**src/tmls_pkg.sv**
```systemverilog
`timescale 1ns / 1ps
// ----------------------------------------------------------------------------
// Tracker mode and LED sequencer package
// Shared types, mode and register codes and timing constants.
// ----------------------------------------------------------------------------
package tmls_pkg;

    // Operating modes.
    localparam logic [2:0] MODE_INIT    = 3'd0;
    localparam logic [2:0] MODE_PAIRING = 3'd1;
    localparam logic [2:0] MODE_SYNCING = 3'd2;
    localparam logic [2:0] MODE_RUNNING = 3'd3;
    localparam logic [2:0] MODE_SLEEP   = 3'd4;
    localparam logic [2:0] MODE_WAKEUP  = 3'd5;
    localparam logic [2:0] MODE_ERROR   = 3'd6;

    // Radio sync report codes.
    localparam logic [1:0] SYNC_LOST   = 2'd1;
    localparam logic [1:0] SYNC_GAINED = 2'd2;

    // Peripheral init status codes.
    localparam logic [1:0] INIT_OK          = 2'd0;
    localparam logic [1:0] INIT_SENSOR_FAIL = 2'd1;

    // Configuration register indexes.
    localparam logic [2:0] REG_STORED_PAIR_ID   = 3'd0;
    localparam logic [2:0] REG_PAIRING_TIMEOUT  = 3'd1;
    localparam logic [2:0] REG_SYNC_TIMEOUT     = 3'd2;
    localparam logic [2:0] REG_SLEEP_TIMEOUT    = 3'd3;
    localparam logic [2:0] REG_PAIR_PRESS       = 3'd4;
    localparam logic [2:0] REG_SLEEP_PRESS      = 3'd5;
    localparam logic [2:0] REG_PAIR_REQUEST_GAP = 3'd6;

    localparam logic [7:0] PAIR_ID_NONE = 8'hFF;

    // LED timing.
    localparam logic [31:0] INIT_BLINK_MS    = 32'd100;
    localparam logic [31:0] PAIRING_BLINK_MS = 32'd500;
    localparam logic [6:0]  SLOT100_LAST     = 7'd99;
    localparam logic [3:0]  DIGIT10_LAST     = 4'd9;
    localparam logic [7:0]  SLOT200_LAST     = 8'd199;
    localparam logic [2:0]  DIGIT6_LAST      = 3'd5;

    typedef struct packed {
        logic [7:0]  stored_pair_id;
        logic [15:0] pair_window_ms;
        logic [15:0] sync_timeout_ms;
        logic [15:0] idle_sleep_ms;
        logic [15:0] pair_press_ms;
        logic [15:0] sleep_press_ms;
        logic [9:0]  pair_request_gap_ms;
    } t_cfg;

    typedef struct packed {
        logic        button_down;
        logic [1:0]  sync_report;
        logic        ack_ok;
        logic [7:0]  offered_id;
        logic        wake_event;
        logic [1:0]  init_status;
    } t_item;

    typedef struct packed {
        logic        led_lit;
        logic [2:0]  mode;
        logic        pair_request;
        logic        save_pairing;
        logic        resync_request;
        logic        sleep_now;
        logic [7:0]  paired_id;
    } t_result;

    typedef struct packed {
        logic [2:0]  mode;
        logic [31:0] ms_count;
        logic [31:0] mode_entry_time;
        logic [31:0] sync_stamp;
        logic [31:0] activity_stamp;
        logic [31:0] led_flip_stamp;
        logic [31:0] pair_req_stamp;
        logic [31:0] press_start_time;
        logic        button_held;
        logic        link_up;
        logic [7:0]  pair_id;
        logic        led;
        // ms_count split into 100 ms slots, the decade digit, 200 ms slots
        // and the digit modulo six, kept in step with ms_count.
        logic [6:0]  slot100;
        logic [3:0]  digit10;
        logic [7:0]  slot200;
        logic [2:0]  digit6;
    } t_state;

    localparam t_state STATE_RESET = '{
        mode: MODE_INIT, ms_count: 32'd0, mode_entry_time: 32'd0,
        sync_stamp: 32'd0, activity_stamp: 32'd0,
        led_flip_stamp: 32'd0, pair_req_stamp: 32'd0,
        press_start_time: 32'd0, button_held: 1'b0, link_up: 1'b0,
        pair_id: PAIR_ID_NONE, led: 1'b1, slot100: 7'd0, digit10: 4'd0,
        slot200: 8'd0, digit6: 3'd0
    };

endpackage

```
**src/tracker_mode_and_led_sequencer_unit.sv**
```systemverilog
`timescale 1ns / 1ps
// ----------------------------------------------------------------------------
// Tracker mode and LED sequencer
// Per-tick button, LED and mode control for a wireless motion tracker.
// ----------------------------------------------------------------------------
// Each request on the slave stream is one millisecond tick carrying the
// button level and the radio and wake events. For every tick the block
// returns exactly one request on the master stream: LED level, mode, the
// four action pulses and the current pairing identity.
// A tick is captured in an input register, processed in a single pass of
// combinational logic that updates all timing state, and the result is held
// in an output register, from which it is presented. One tick is accepted
// every cycle while the receiver does not stall.
// When the receiver stalls, the output register holds its result and the
// input register keeps the next tick, so s_axis_tready falls only when both
// are full.
// Reset puts the block in init mode with the LED lit, the tick counter at
// zero and the identity unpaired; the APB registers return to their defaults.
// The APB registers are to be written only while no tick is in flight; the block does not check this.
// ----------------------------------------------------------------------------
module tracker_mode_and_led_sequencer_unit (
    input  logic        i_clk,
    input  logic        i_rst_n,
    // button_down[0], sync_report[2:1], ack_ok[3], offered_id[11:4],
    // wake_event[12], init_status[14:13]
    input  logic [15:0] s_axis_tdata,
    input  logic        s_axis_tvalid,
    output logic        s_axis_tready,
    // led_lit[0], mode[3:1], pair_request[4], save_pairing[5],
    // resync_request[6], sleep_now[7], paired_id[15:8]
    output logic [15:0] m_axis_tdata,
    output logic        m_axis_tvalid,
    input  logic        m_axis_tready,
    input  logic        psel,
    input  logic        penable,
    input  logic        pwrite,
    input  logic [4:0]  paddr,
    input  logic [31:0] pwdata,
    output logic [31:0] prdata,
    output logic        pready
);
    import tmls_pkg::*;

    t_cfg    cfg;
    t_item   r_in;
    logic    r_in_valid;
    t_state  r_state;
    t_state  n_state;
    t_result r_out;
    t_result n_out;
    logic    r_out_valid;
    logic    advance;
    logic    step;
    logic    in_accept;

    tmls_cfg_regs u_cfg_regs (
        .i_clk   (i_clk),
        .i_rst_n (i_rst_n),
        .psel    (psel),
        .penable (penable),
        .pwrite  (pwrite),
        .paddr   (paddr),
        .pwdata  (pwdata),
        .prdata  (prdata),
        .pready  (pready),
        .o_cfg   (cfg)
    );

    tmls_step u_step (
        .i_state  (r_state),
        .i_cfg    (cfg),
        .i_item   (r_in),
        .o_state  (n_state),
        .o_result (n_out)
    );

    assign advance       = !r_out_valid || m_axis_tready;
    assign step          = r_in_valid && advance;
    assign s_axis_tready = !r_in_valid || advance;
    assign in_accept     = s_axis_tvalid && s_axis_tready;

    always_ff @(posedge i_clk) begin
        if (!i_rst_n) begin
            r_in_valid <= 1'b0;
        end else if (in_accept) begin
            r_in_valid <= 1'b1;
        end else if (step) begin
            r_in_valid <= 1'b0;
        end
    end

    always_ff @(posedge i_clk) begin
        if (in_accept) begin
            r_in.button_down <= s_axis_tdata[0];
            r_in.sync_report <= s_axis_tdata[2:1];
            r_in.ack_ok      <= s_axis_tdata[3];
            r_in.offered_id  <= s_axis_tdata[11:4];
            r_in.wake_event  <= s_axis_tdata[12];
            r_in.init_status <= s_axis_tdata[14:13];
        end
    end

    always_ff @(posedge i_clk) begin
        if (!i_rst_n) begin
            r_state     <= STATE_RESET;
            r_out_valid <= 1'b0;
        end else if (step) begin
            r_state     <= n_state;
            r_out_valid <= 1'b1;
        end else if (m_axis_tready) begin
            r_out_valid <= 1'b0;
        end
    end

    always_ff @(posedge i_clk) begin
        if (step) begin
            r_out <= n_out;
        end
    end

    assign m_axis_tvalid = r_out_valid;
    assign m_axis_tdata  = {r_out.paired_id, r_out.sleep_now, r_out.resync_request,
                            r_out.save_pairing, r_out.pair_request, r_out.mode,
                            r_out.led_lit};

    // Every processed tick advances the millisecond counter by exactly one.
    a_tick_advance: assert property (@(posedge i_clk) disable iff (!i_rst_n)
        (i_rst_n && step) |=> (r_state.ms_count == $past(r_state.ms_count) + 32'd1))
        else $error("tick counter did not advance by one");

    // Entering sleep always leaves the mode in wakeup with the LED dark.
    a_sleep_result: assert property (@(posedge i_clk) disable iff (!i_rst_n)
        (r_out_valid && r_out.sleep_now) |->
            (r_out.mode == MODE_WAKEUP && !r_out.led_lit && !r_out.pair_request))
        else $error("sleep pulse with inconsistent mode or LED");

    // A newly saved identity is never the unpaired marker.
    a_save_paired: assert property (@(posedge i_clk) disable iff (!i_rst_n)
        (r_out_valid && r_out.save_pairing) |-> (r_out.paired_id != PAIR_ID_NONE))
        else $error("saved pairing identity is unpaired");

    // The LED phase digits stay within their moduli.
    a_phase_range: assert property (@(posedge i_clk) disable iff (!i_rst_n)
        (r_state.digit10 <= DIGIT10_LAST) && (r_state.digit6 <= DIGIT6_LAST) &&
        (r_state.slot100 <= SLOT100_LAST) && (r_state.slot200 <= SLOT200_LAST))
        else $error("LED phase counter out of range");

endmodule

```
**src/tmls_cfg_regs.sv**
```systemverilog
`timescale 1ns / 1ps
// ----------------------------------------------------------------------------
// Configuration registers
// APB register file holding the timing limits and the stored identity.
// ----------------------------------------------------------------------------
module tmls_cfg_regs (
    input  logic            i_clk,
    input  logic            i_rst_n,
    input  logic            psel,
    input  logic            penable,
    input  logic            pwrite,
    input  logic [4:0]      paddr,
    input  logic [31:0]     pwdata,
    output logic [31:0]     prdata,
    output logic            pready,
    output tmls_pkg::t_cfg  o_cfg
);
    import tmls_pkg::*;

    t_cfg       r_cfg;
    logic       wr_en;
    logic [2:0] reg_idx;

    assign pready  = 1'b1;
    assign reg_idx = paddr[4:2];
    assign wr_en   = psel && penable && pwrite && pready;

    always_ff @(posedge i_clk) begin
        if (!i_rst_n) begin
            r_cfg.stored_pair_id      <= PAIR_ID_NONE;
            r_cfg.pair_window_ms      <= 16'd30000;
            r_cfg.sync_timeout_ms     <= 16'd5000;
            r_cfg.idle_sleep_ms       <= 16'd60000;
            r_cfg.pair_press_ms       <= 16'd5000;
            r_cfg.sleep_press_ms      <= 16'd1000;
            r_cfg.pair_request_gap_ms <= 10'd100;
        end else if (wr_en) begin
            unique case (reg_idx)
                REG_STORED_PAIR_ID:   r_cfg.stored_pair_id      <= pwdata[7:0];
                REG_PAIRING_TIMEOUT:  r_cfg.pair_window_ms      <= pwdata[15:0];
                REG_SYNC_TIMEOUT:     r_cfg.sync_timeout_ms     <= pwdata[15:0];
                REG_SLEEP_TIMEOUT:    r_cfg.idle_sleep_ms       <= pwdata[15:0];
                REG_PAIR_PRESS:       r_cfg.pair_press_ms       <= pwdata[15:0];
                REG_SLEEP_PRESS:      r_cfg.sleep_press_ms      <= pwdata[15:0];
                REG_PAIR_REQUEST_GAP: r_cfg.pair_request_gap_ms <= pwdata[9:0];
                default: ;
            endcase
        end
    end

    always_comb begin
        unique case (reg_idx)
            REG_STORED_PAIR_ID:   prdata = {24'd0, r_cfg.stored_pair_id};
            REG_PAIRING_TIMEOUT:  prdata = {16'd0, r_cfg.pair_window_ms};
            REG_SYNC_TIMEOUT:     prdata = {16'd0, r_cfg.sync_timeout_ms};
            REG_SLEEP_TIMEOUT:    prdata = {16'd0, r_cfg.idle_sleep_ms};
            REG_PAIR_PRESS:       prdata = {16'd0, r_cfg.pair_press_ms};
            REG_SLEEP_PRESS:      prdata = {16'd0, r_cfg.sleep_press_ms};
            REG_PAIR_REQUEST_GAP: prdata = {22'd0, r_cfg.pair_request_gap_ms};
            default:              prdata = 32'd0;
        endcase
    end

    assign o_cfg = r_cfg;

endmodule

```
**src/tmls_step.sv**
```systemverilog
`timescale 1ns / 1ps
// ----------------------------------------------------------------------------
// Tick step logic
// Combinational next state and result for one millisecond tick.
// ----------------------------------------------------------------------------
module tmls_step (
    input  tmls_pkg::t_state  i_state,
    input  tmls_pkg::t_cfg    i_cfg,
    input  tmls_pkg::t_item   i_item,
    output tmls_pkg::t_state  o_state,
    output tmls_pkg::t_result o_result
);
    import tmls_pkg::*;

    t_state      ns;
    t_result     res;
    logic [31:0] now;
    logic [31:0] dur;

    assign now = i_state.ms_count;

    always_comb begin
        ns  = i_state;
        res = '0;
        dur = now - i_state.press_start_time;

        // Button press and release classification.
        if (i_item.button_down && !ns.button_held) begin
            ns.button_held      = 1'b1;
            ns.press_start_time = now;
        end else if (!i_item.button_down && ns.button_held) begin
            ns.button_held = 1'b0;
            if (dur > {16'd0, i_cfg.pair_press_ms}) begin
                ns.mode            = MODE_PAIRING;
                ns.mode_entry_time = now;
            end else if (dur > {16'd0, i_cfg.sleep_press_ms}) begin
                ns.mode            = MODE_SLEEP;
                ns.mode_entry_time = now;
            end
        end

        // LED pattern for the mode as it stands after the button.
        unique case (ns.mode)
            MODE_INIT: begin
                if (now - ns.led_flip_stamp > INIT_BLINK_MS) begin
                    ns.led            = !ns.led;
                    ns.led_flip_stamp = now;
                end
            end
            MODE_PAIRING: begin
                if (now - ns.led_flip_stamp > PAIRING_BLINK_MS) begin
                    ns.led            = !ns.led;
                    ns.led_flip_stamp = now;
                end
            end
            MODE_SYNCING: ns.led = (i_state.digit10 == 4'd0) || (i_state.digit10 == 4'd2);
            MODE_RUNNING: ns.led = 1'b1;
            MODE_SLEEP, MODE_WAKEUP: ns.led = 1'b0;
            default: ns.led = (i_state.digit6 == 3'd0) || (i_state.digit6 == 3'd2);
        endcase

        // Mode machine.
        unique case (ns.mode)
            MODE_INIT: begin
                ns.pair_id = i_cfg.stored_pair_id;
                if (i_item.init_status == INIT_SENSOR_FAIL) begin
                    ns.mode = MODE_ERROR;
                end else if (ns.pair_id == PAIR_ID_NONE) begin
                    ns.mode = MODE_PAIRING;
                end else if (i_item.init_status != INIT_OK) begin
                    ns.mode = MODE_ERROR;
                end else begin
                    ns.mode = MODE_SYNCING;
                end
                ns.mode_entry_time = now;
                ns.sync_stamp      = now;
                ns.activity_stamp  = now;
            end
            MODE_PAIRING: begin
                if (now - ns.mode_entry_time > {16'd0, i_cfg.pair_window_ms}) begin
                    ns.mode = (ns.pair_id != PAIR_ID_NONE) ? MODE_SYNCING : MODE_ERROR;
                end else begin
                    if (now - ns.pair_req_stamp > {22'd0, i_cfg.pair_request_gap_ms}) begin
                        res.pair_request  = 1'b1;
                        ns.pair_req_stamp = now;
                    end
                    if (i_item.offered_id != PAIR_ID_NONE &&
                        i_item.offered_id != ns.pair_id) begin
                        ns.pair_id         = i_item.offered_id;
                        res.save_pairing   = 1'b1;
                        ns.mode            = MODE_SYNCING;
                        ns.mode_entry_time = now;
                        ns.sync_stamp      = now;
                    end
                end
            end
            MODE_SYNCING: begin
                if (ns.link_up) begin
                    ns.mode            = MODE_RUNNING;
                    ns.mode_entry_time = now;
                end else if (now - ns.mode_entry_time > {16'd0, i_cfg.sync_timeout_ms}) begin
                    res.resync_request = 1'b1;
                    ns.mode_entry_time = now;
                end
            end
            MODE_RUNNING: begin
                if (!ns.link_up &&
                    now - ns.sync_stamp > {16'd0, i_cfg.sync_timeout_ms}) begin
                    ns.mode            = MODE_SYNCING;
                    ns.mode_entry_time = now;
                end
                if (now - ns.activity_stamp > {16'd0, i_cfg.idle_sleep_ms}) begin
                    ns.mode            = MODE_SLEEP;
                    ns.mode_entry_time = now;
                end
            end
            MODE_SLEEP: begin
                ns.led        = 1'b0;
                res.sleep_now = 1'b1;
                ns.mode       = MODE_WAKEUP;
            end
            MODE_WAKEUP: begin
                if (i_item.wake_event) begin
                    if (i_item.init_status == INIT_SENSOR_FAIL) begin
                        ns.mode = MODE_ERROR;
                    end else if (i_item.init_status != INIT_OK &&
                                 ns.pair_id != PAIR_ID_NONE) begin
                        ns.mode = MODE_ERROR;
                    end else begin
                        ns.mode            = MODE_SYNCING;
                        ns.mode_entry_time = now;
                        ns.sync_stamp      = now;
                        ns.activity_stamp  = now;
                    end
                end
            end
            default: ;
        endcase

        // Radio reports are applied last.
        if (i_item.sync_report == SYNC_LOST) begin
            ns.link_up = 1'b0;
        end else if (i_item.sync_report == SYNC_GAINED) begin
            ns.link_up    = 1'b1;
            ns.sync_stamp = now;
            if (ns.mode == MODE_SYNCING) begin
                ns.mode = MODE_RUNNING;
            end
        end
        if (i_item.ack_ok) begin
            ns.activity_stamp = now;
        end

        // Advance the tick counter and its phase digits. When the
        // counter wraps to zero all phases restart with it.
        ns.ms_count = now + 32'd1;
        if (now == '1) begin
            ns.slot100 = 7'd0;
            ns.digit10 = 4'd0;
            ns.slot200 = 8'd0;
            ns.digit6  = 3'd0;
        end else begin
            if (i_state.slot100 == SLOT100_LAST) begin
                ns.slot100 = 7'd0;
                ns.digit10 = (i_state.digit10 == DIGIT10_LAST) ? 4'd0
                                                               : i_state.digit10 + 4'd1;
            end else begin
                ns.slot100 = i_state.slot100 + 7'd1;
            end
            if (i_state.slot200 == SLOT200_LAST) begin
                ns.slot200 = 8'd0;
                ns.digit6  = (i_state.digit6 == DIGIT6_LAST) ? 3'd0
                                                             : i_state.digit6 + 3'd1;
            end else begin
                ns.slot200 = i_state.slot200 + 8'd1;
            end
        end

        res.led_lit   = ns.led;
        res.mode      = ns.mode;
        res.paired_id = ns.pair_id;
    end

    assign o_state  = ns;
    assign o_result = res;

endmodule

```
**config.mk**
```make
export PLATFORM = sky130hd
export DESIGN_NAME = tracker_mode_and_led_sequencer_unit
export DESIGN_NICKNAME = d
export VERILOG_FILES = /design/src/tmls_pkg.sv /design/src/tracker_mode_and_led_sequencer_unit.sv /design/src/tmls_cfg_regs.sv /design/src/tmls_step.sv
export SDC_FILE = /design/constraint.sdc
export NUM_CORES = 2
export LEC_CHECK = 0
export CORE_UTILIZATION = 45
export CTS_CLUSTER_DIAMETER = 120
export DETAILED_ROUTE_END_ITERATION = 8
export DONT_BUFFER_PORTS = 1
export GPL_TIMING_DRIVEN = 1
export PLACE_DENSITY = 0.63
export SYNTH_ARGS = -nofsm -noshare
export SYNTH_HDL_FRONTEND = slang
export SYNTH_SLANG_ARGS = --single-unit
```
**constraint.sdc**
```tcl
create_clock -name i_clk -period 8.94 [get_ports i_clk]
set_input_delay 0.894 -clock i_clk [delete_from_list [all_inputs] [get_ports i_clk]]
set_output_delay 0.894 -clock i_clk [all_outputs]
set_load 0.05 [all_outputs]
```
# == After elaboration in Yosys (flattened, before gate mapping) ==
# Cells that the tools add are included.
# totals
input_bits,60
regBits,391
output_inout_bits,51
wordCells,211
# classes
n_reduce_logical,50
eq_ne,31
addsub,11
n_bitwise,3
order_cmp,9
n_mux,69
# op_table
cell,count
$mux 32,13
$mux 96,3
$gt 32x16->1,6
$sub 32x32->32,6
$pmux 32 s5,1
$mux 64,2
$pmux 32 s2,2
$pmux 16 s7,1
$pmux 32 s3,1
$mux 3,21
$add 32x1->32 const B,1
$eq 32x32->1 const B,1
$gt 32x10->1,1
$gt 32x7->1 const B,1
$gt 32x9->1 const B,1
$mux 8,3
$reduce_and 2->1,12
$mux 22,1
$eq 3x2->1 const B,6
$eq 3x3->1 const B,6
$pmux 3 s6,1
$eq 8x8->1 const B,2
$ne 8x8->1 const B,2
$pmux 8 s2,1
other kinds (28),78

# == Longest topological paths before layout ==
# logic_depth
ltp_word,14
mapped_depth,51
mapped_depth_nobuf,48

# == Modules after synthesis ==
# Synthesis repeated with hierarchy kept, for this count alone.
# hier_totals
cells_unflattened,4540
hier_area_um2,34943.5
# modules_own_cells
mod,area_each_um2,cells_each,instances,seq_area_each_um2
tmls_step,18971.9,2872,1,0.0
tracker_mode_and_led_sequencer_unit,11278.3,1168,1,6175.9
tmls_cfg_regs,4693.3,500,1,1961.9

# == Least setup slack after synthesis ==
# No wires, ideal clock.
# synth_timing
kind,register to register
startpoint,register r_state[226] in the netlist's numbering
endpoint,"register r_out (netlist bit m_axis_tdata[15]), data pin"
arrival_time_ns,8.941
slack_ns,-0.262
period_less_slack_ns,9.202
stages_incl_launch_ff,49
setup_time_ns,0.261
required_ns,8.679
path_buffers,3
cell_sequence,dfxtp_1 ha_1 nor2b_1 o31a_1 o21a_1 nor2_1 nor2b_1 o21ai_0 nand2b_1 a21oi_1 o21bai_1 xor2_1 ha_1 a21o_1 a21o_1 a21o_1 a211oi_1 o21ai_0 [13 not listed] nand2_1 o21ai_0 nand3_1 nand2_1 xor2_1 ha_1 a21o_1 a21o_1 a21oi_1 o21ai_0 a21oi_1 a31oi_1 nor3_1 nand4bb_1 a211oi_2 nor2_1 buf_2 a221o_1
# synth_lines
item,line,text
from (decl),tracker_mode_and_led_sequencer_unit.sv:47,t_state r_state;
from (signal assigned),tracker_mode_and_led_sequencer_unit.sv:108,r_state <= n_state;
to (signal assigned),tracker_mode_and_led_sequencer_unit.sv:117,r_out <= n_out;
to (decl),tracker_mode_and_led_sequencer_unit.sv:49,t_result r_out;

# == Worst setup path after layout ==
# layout_timing
startpoint,register r_state[225] in the netlist's numbering
endpoint,register r_state[90] in the netlist's numbering
# layout_via
elab_chain_cells,10
word_cells_on_any_way,18
classes_between,add/sub (3); order compare (4); eq/ne (1); mux (8); bitwise (1); reduce/logical (1)
# layout_lines
item,line,text
$sub 32x32->32,tmls_step.sv:25,dur = now - i_state.press_start_time;
$gt 32x16->1,tmls_step.sv:36,"end else if (dur > {16'd0, i_cfg.sleep_press_ms}) begin"
$mux 32,tmls_step.sv:36,
$mux 32,tmls_step.sv:33,"if (dur > {16'd0, i_cfg.pair_press_ms}) begin"
$mux 32,tmls_step.sv:31,end else if (!i_item.button_down && ns.button_held) begin
$mux 32,tmls_step.sv:28,if (i_item.button_down && !ns.button_held) begin
$sub 32x32->32,tmls_step.sv:80,"if (now - ns.mode_entry_time > {16'd0, i_cfg.pair_window_ms}) begin"
$gt 32x16->1,tmls_step.sv:80,
$not 1->1 (no line),n/a,
$reduce_and 4->1 (no line) (*),n/a,
# Every way passes the cells marked *; elsewhere a longest branch is shown, timed or not.
# A chain may end at the register's enable or synchronous reset.

==> summary.md <==
| Metric | Value |
|---|---|
| Share of layout cells above drive strength 1 | `10.75%` |
| Area delta synth->final | `13.67%` |
| First-pass detailed-route iteration total | `6` |
| Main combinational cell family by area after synthesis | `compound AO/OA/AOI/OAI gates` |
| Congestion Overflow GR | `0` |
| R2R Path End | `r_state[90]` |
| Worst-case clock buffer depth | `3` |
| Routed WL | `108400 um` |
| Dominant synthesized flop cell | `dfxtp_1` |
| Type of origin of the critical path | `register` |
| Syn avg cell area | `7.682 sq um` |
| FF-to-FF path depth | `39` |
| DR iter-0 viols | `2867` |
| Final Hold Viols | `0` |
| Final GP Congestion | `0.9756` |
| Non-filler cells, final | `5211` |
| Initial Util | `45.52%` |
| Core Footprint | `70150 sq um` |
| Skew-Pair Late Insertion Delay | `0.63 ns` |
| Largest net degree at the start of global routing | `354` |
| Clock sinks | `391` |
| RSZ-0062 raised after global routing | `true` |
| Worst setup margin | `0.1031 ns` |
| DR DRC count | `0` |
| Compound-Gate Fraction of Synth Area | `24.76%` |
| Post-Syn Area | `31930 sq um` |
| CP endpoint kind | `register` |
| Seq pwr share | `41.0%` |
| Mean routed wirelength per cell | `20.80 um` |
| Post-synth ARST share | `0%` |
| Req. time, crit path | `9.42 ns` |
| Period utilization | `98.85%` |
| FF+latch count, synth | `391` |
| DP Wirelength | `79270 um` |
| Max cap viols | `0` |
| Gr usage total | `28.79%` |
| CP max stage cell | `or4b_1` |
| Crit-path max FO | `8` |
| Placed inst area | `33780 sq um` |
| Mapped Cells | `4157` |
| Hold path depth | `0` |
| NetSw | `1284 uW` |
| Cts bufs inserted | `48` |
| Setup-failing EPs final | `0` |
| Mux cell area share after synthesis | `3.891%` |
| Seq/Total Area, Yosys | `25.48%` |
| Initial antenna violation count | `0` |
| N_diodes | `0` |
| Kind of critical path | `reg2reg` |
| Yosys warning count | `0` |
| Via count | `30802` |
| Pint | `3192 uW` |
| CTS H-tree depth | `2` |
| Die ar. | `72030 sq um` |
| Tmin final | `8.837 ns` |
| CTS tree | `built` |
| Vias per cell | `5.911` |
| Xor-xnor portion of the synthesized cell area | `4.059%` |
| Post-synthesis simple-gate area fraction | `22.74%` |
| Final Slew Violations | `0` |
| Fmax | `113.2 MHz` |
| Flop2flop setup slack | `0.10 ns` |
| Outcome | `completed` |
| Dpl cells | `5088` |
| Power Dens Cells | `123.3 nW/um^2` |
| Die W | `268.4 um` |
| Root buffer cell | `clkbuf_16` |
| Worst hold start | `s_axis_tdata[3]` |
| Synth Area in Adders | `12.09%` |
| Peak supply drop | `0.1563 mV` |
| I/O pin count | `111` |
| EDFF count, synth | `31` |
| Worst slew pin tran | `1.395 ns` |
| Setup_tns | `0 ns` |
| Distinct cells, synth | `95` |
| Die Y | `268.4 um` |
| Design Area, Final | `36300 sq um` |
| Clock share of power | `44.4%` |
| Hold WC Path Type | `in2reg` |
| RR Startpoint | `r_state[225]` |
| Final nets | `4600` |
| Port Buffers | `0` |
| CP arrival | `9.32 ns` |
| Max_slew headroom | `4.564%` |
| Min-Delay Endpoint | `r_in[11]` |
| Vias in the first global route | `27668` |
| Final Skew | `0.03827 ns` |
| Switching Fraction | `28.69%` |
| Worst-path clk slew | `0.06 ns` |
| Global-route wire length before repair | `160800 um` |
| FP Rows | `97` |
| CP peak stage delay | `0.56 ns` |
| Pre-CTS WS | `-0.04416 ns` |
| DRT antenna net count | `0` |
| Logic gate share of total power | `14.6%` |
| Static leakage | `0.01567 uW` |
| Most frequent CP cell | `buf_4` |
[through the flow]
stage          hold slack [ns]  utilization (%)  power (uW)
4_1_cts                 0.3357            50.48        4451
2_1_floorplan           0.4329                -        2307
5_1_grt                 0.3375            51.74        4624
6_report                0.3631            51.74        4476
3_3_place_gp            0.4424            48.16        2460
3_5_place_dp            0.4484            48.16        2465
[timing repair]
action	CTS	global route
pin swaps	4	75
resized for setup	7	128
endpoints found under the setup margin	79	121
cloned	0	9
buffers inserted	0	28
endpoints found under the hold margin	0	0
hold buffers	0	0
[layer usage]
metal | wire length (um) | global-route usage, % | part of all wire (%)
met2 | 47050 | 44.44 | 43
met4 | 4632 | 12.13 | 4.3
met5 | 0 | 0 | 0
met1 | 48180 | 39.57 | 44
met3 | 8528 | 4.682 | 7.9
[synth_stat cells, types with 11 or more instances]
| master | count | area, sq um |
|---|---|---|
| nand2_1 | 542 | 2034 |
| dfxtp_1 | 360 | 7207 |
| inv_1 | 337 | 1265 |
| ha_1 | 299 | 3741 |
| a21oi_1 | 248 | 1241 |
| nor2_1 | 212 | 795.8 |
| o21ai_0 | 193 | 965.9 |
| clkbuf_1 | 162 | 608.1 |
| nand3_1 | 160 | 800.8 |
| a21boi_0 | 142 | 1066 |
| mux2i_1 | 105 | 1051 |
| and2_1 | 91 | 569.3 |
| xnor2_1 | 91 | 797.0 |
| nor2b_1 | 90 | 563.0 |
| o211ai_1 | 90 | 675.7 |
| nand4_1 | 82 | 513.0 |
| a21o_1 | 78 | 585.6 |
| nand2b_1 | 70 | 437.9 |
| o21a_1 | 60 | 450.4 |
| xor2_1 | 57 | 499.2 |
| nor3_1 | 56 | 280.3 |
| and3_1 | 36 | 225.2 |
| o221ai_1 | 33 | 289.0 |
| a211oi_1 | 32 | 240.2 |
| edfxtp_1 | 31 | 930.9 |
| nor4_1 | 30 | 187.7 |
| a31oi_1 | 29 | 181.4 |
| or3_1 | 22 | 137.6 |
| buf_4 | 20 | 150.1 |
| buf_2 | 19 | 95.09 |
| a211o_1 | 18 | 157.7 |
| a22oi_1 | 18 | 135.1 |
| o22ai_1 | 18 | 112.6 |
| a221o_1 | 17 | 170.2 |
| o21ai_1 | 17 | 85.08 |
| o21bai_1 | 17 | 127.6 |
| a22o_1 | 14 | 122.6 |
| buf_1 | 14 | 52.55 |
| or2_2 | 14 | 87.58 |
| o2111ai_1 | 13 | 113.9 |
| o211a_1 | 12 | 120.1 |
| a2111oi_0 | 11 | 96.34 |
| o31ai_1 | 11 | 82.58 |
[cell families after synthesis]
group / count (synthesis)
compound gates: 1161
xor+xnor: 148
fa+ha+maj: 305
buf+inv: 557
flops: 391
mux: 119
other cells: 2
simple gates: 1474
[layout make-up]
class	count	area (sq um)
repair buffers	232	2021
clock inverters	26	286.5
flip-flops and latches	391	8142
clock buffers	60	1308
fillers	6863	33850
multi-input cells	3224	22100
inverters	338	1269
well taps	940	1176
[power groups by stage]
| stage | Sequential (uW) | Combinational, uW | Clock, uW |
|---|---|---|---|
| finish | 1840 | 652 | 1990 |
| global route | 1840 | 695 | 2090 |
| CTS | 1830 | 598 | 2020 |
| detailed placement | 1870 | 592 | 0 |
| global placement | 1870 | 587 | 0 |
| floorplan | 1860 | 442 | 0 |
[worst max-delay path: cells and delay by family, from the launching register on]
family	cells	cell delay [ns]
adder cells (fa/ha/maj)	4	1.16
multiplexers	1	0.12
AND/OR/NAND/NOR	17	4.09
flip-flops	1	0.32
buffers and inverters	8	1.39
XOR/XNOR	1	0.16
AO/OA/AOI/OAI	8	1.42
[cells in the final DEF (no fill, tap or decap), drive strengths merged, types with 34 or more instances in the layout]
cell	n
a21o	78
ha	299
nand2	542
mux2i	105
nor2b	90
nand2b	70
nand4	82
o21a	60
xor2	57
nor2	214
nand3	160
nor4	34
o211ai	90
and3	36
and2	91
buf	226
o21ai	210
dfxtp	360
inv	340
xnor2	91
a21oi	248
nor3	56
a21boi	142
clkbuf	66
[registers in the layout, summed over array words and instances, names as in the netlist]
signal            count
m_axis_tvalid         1
r_in_valid            1
r_state             260
u_cfg_regs.o_cfg     98
r_in                 15
m_axis_tdata         16
[worst max path at each step]
stage	depth (start not counted)	slack, ns	start	endpoint
5_1_grt	42	-0.25	r_state[34]	r_state[93]
6_report	39	0.10	r_state[225]	r_state[90]
3_3_place_gp	47	0.03	r_state[34]	r_state[28]
2_1_floorplan	47	0.02	r_state[226]	m_axis_tdata[15]
4_1_cts	43	0.03	r_state[34]	r_state[77]
3_5_place_dp	49	-0.04	r_state[34]	m_axis_tdata[12]
(Power assumes the default switching activity.)
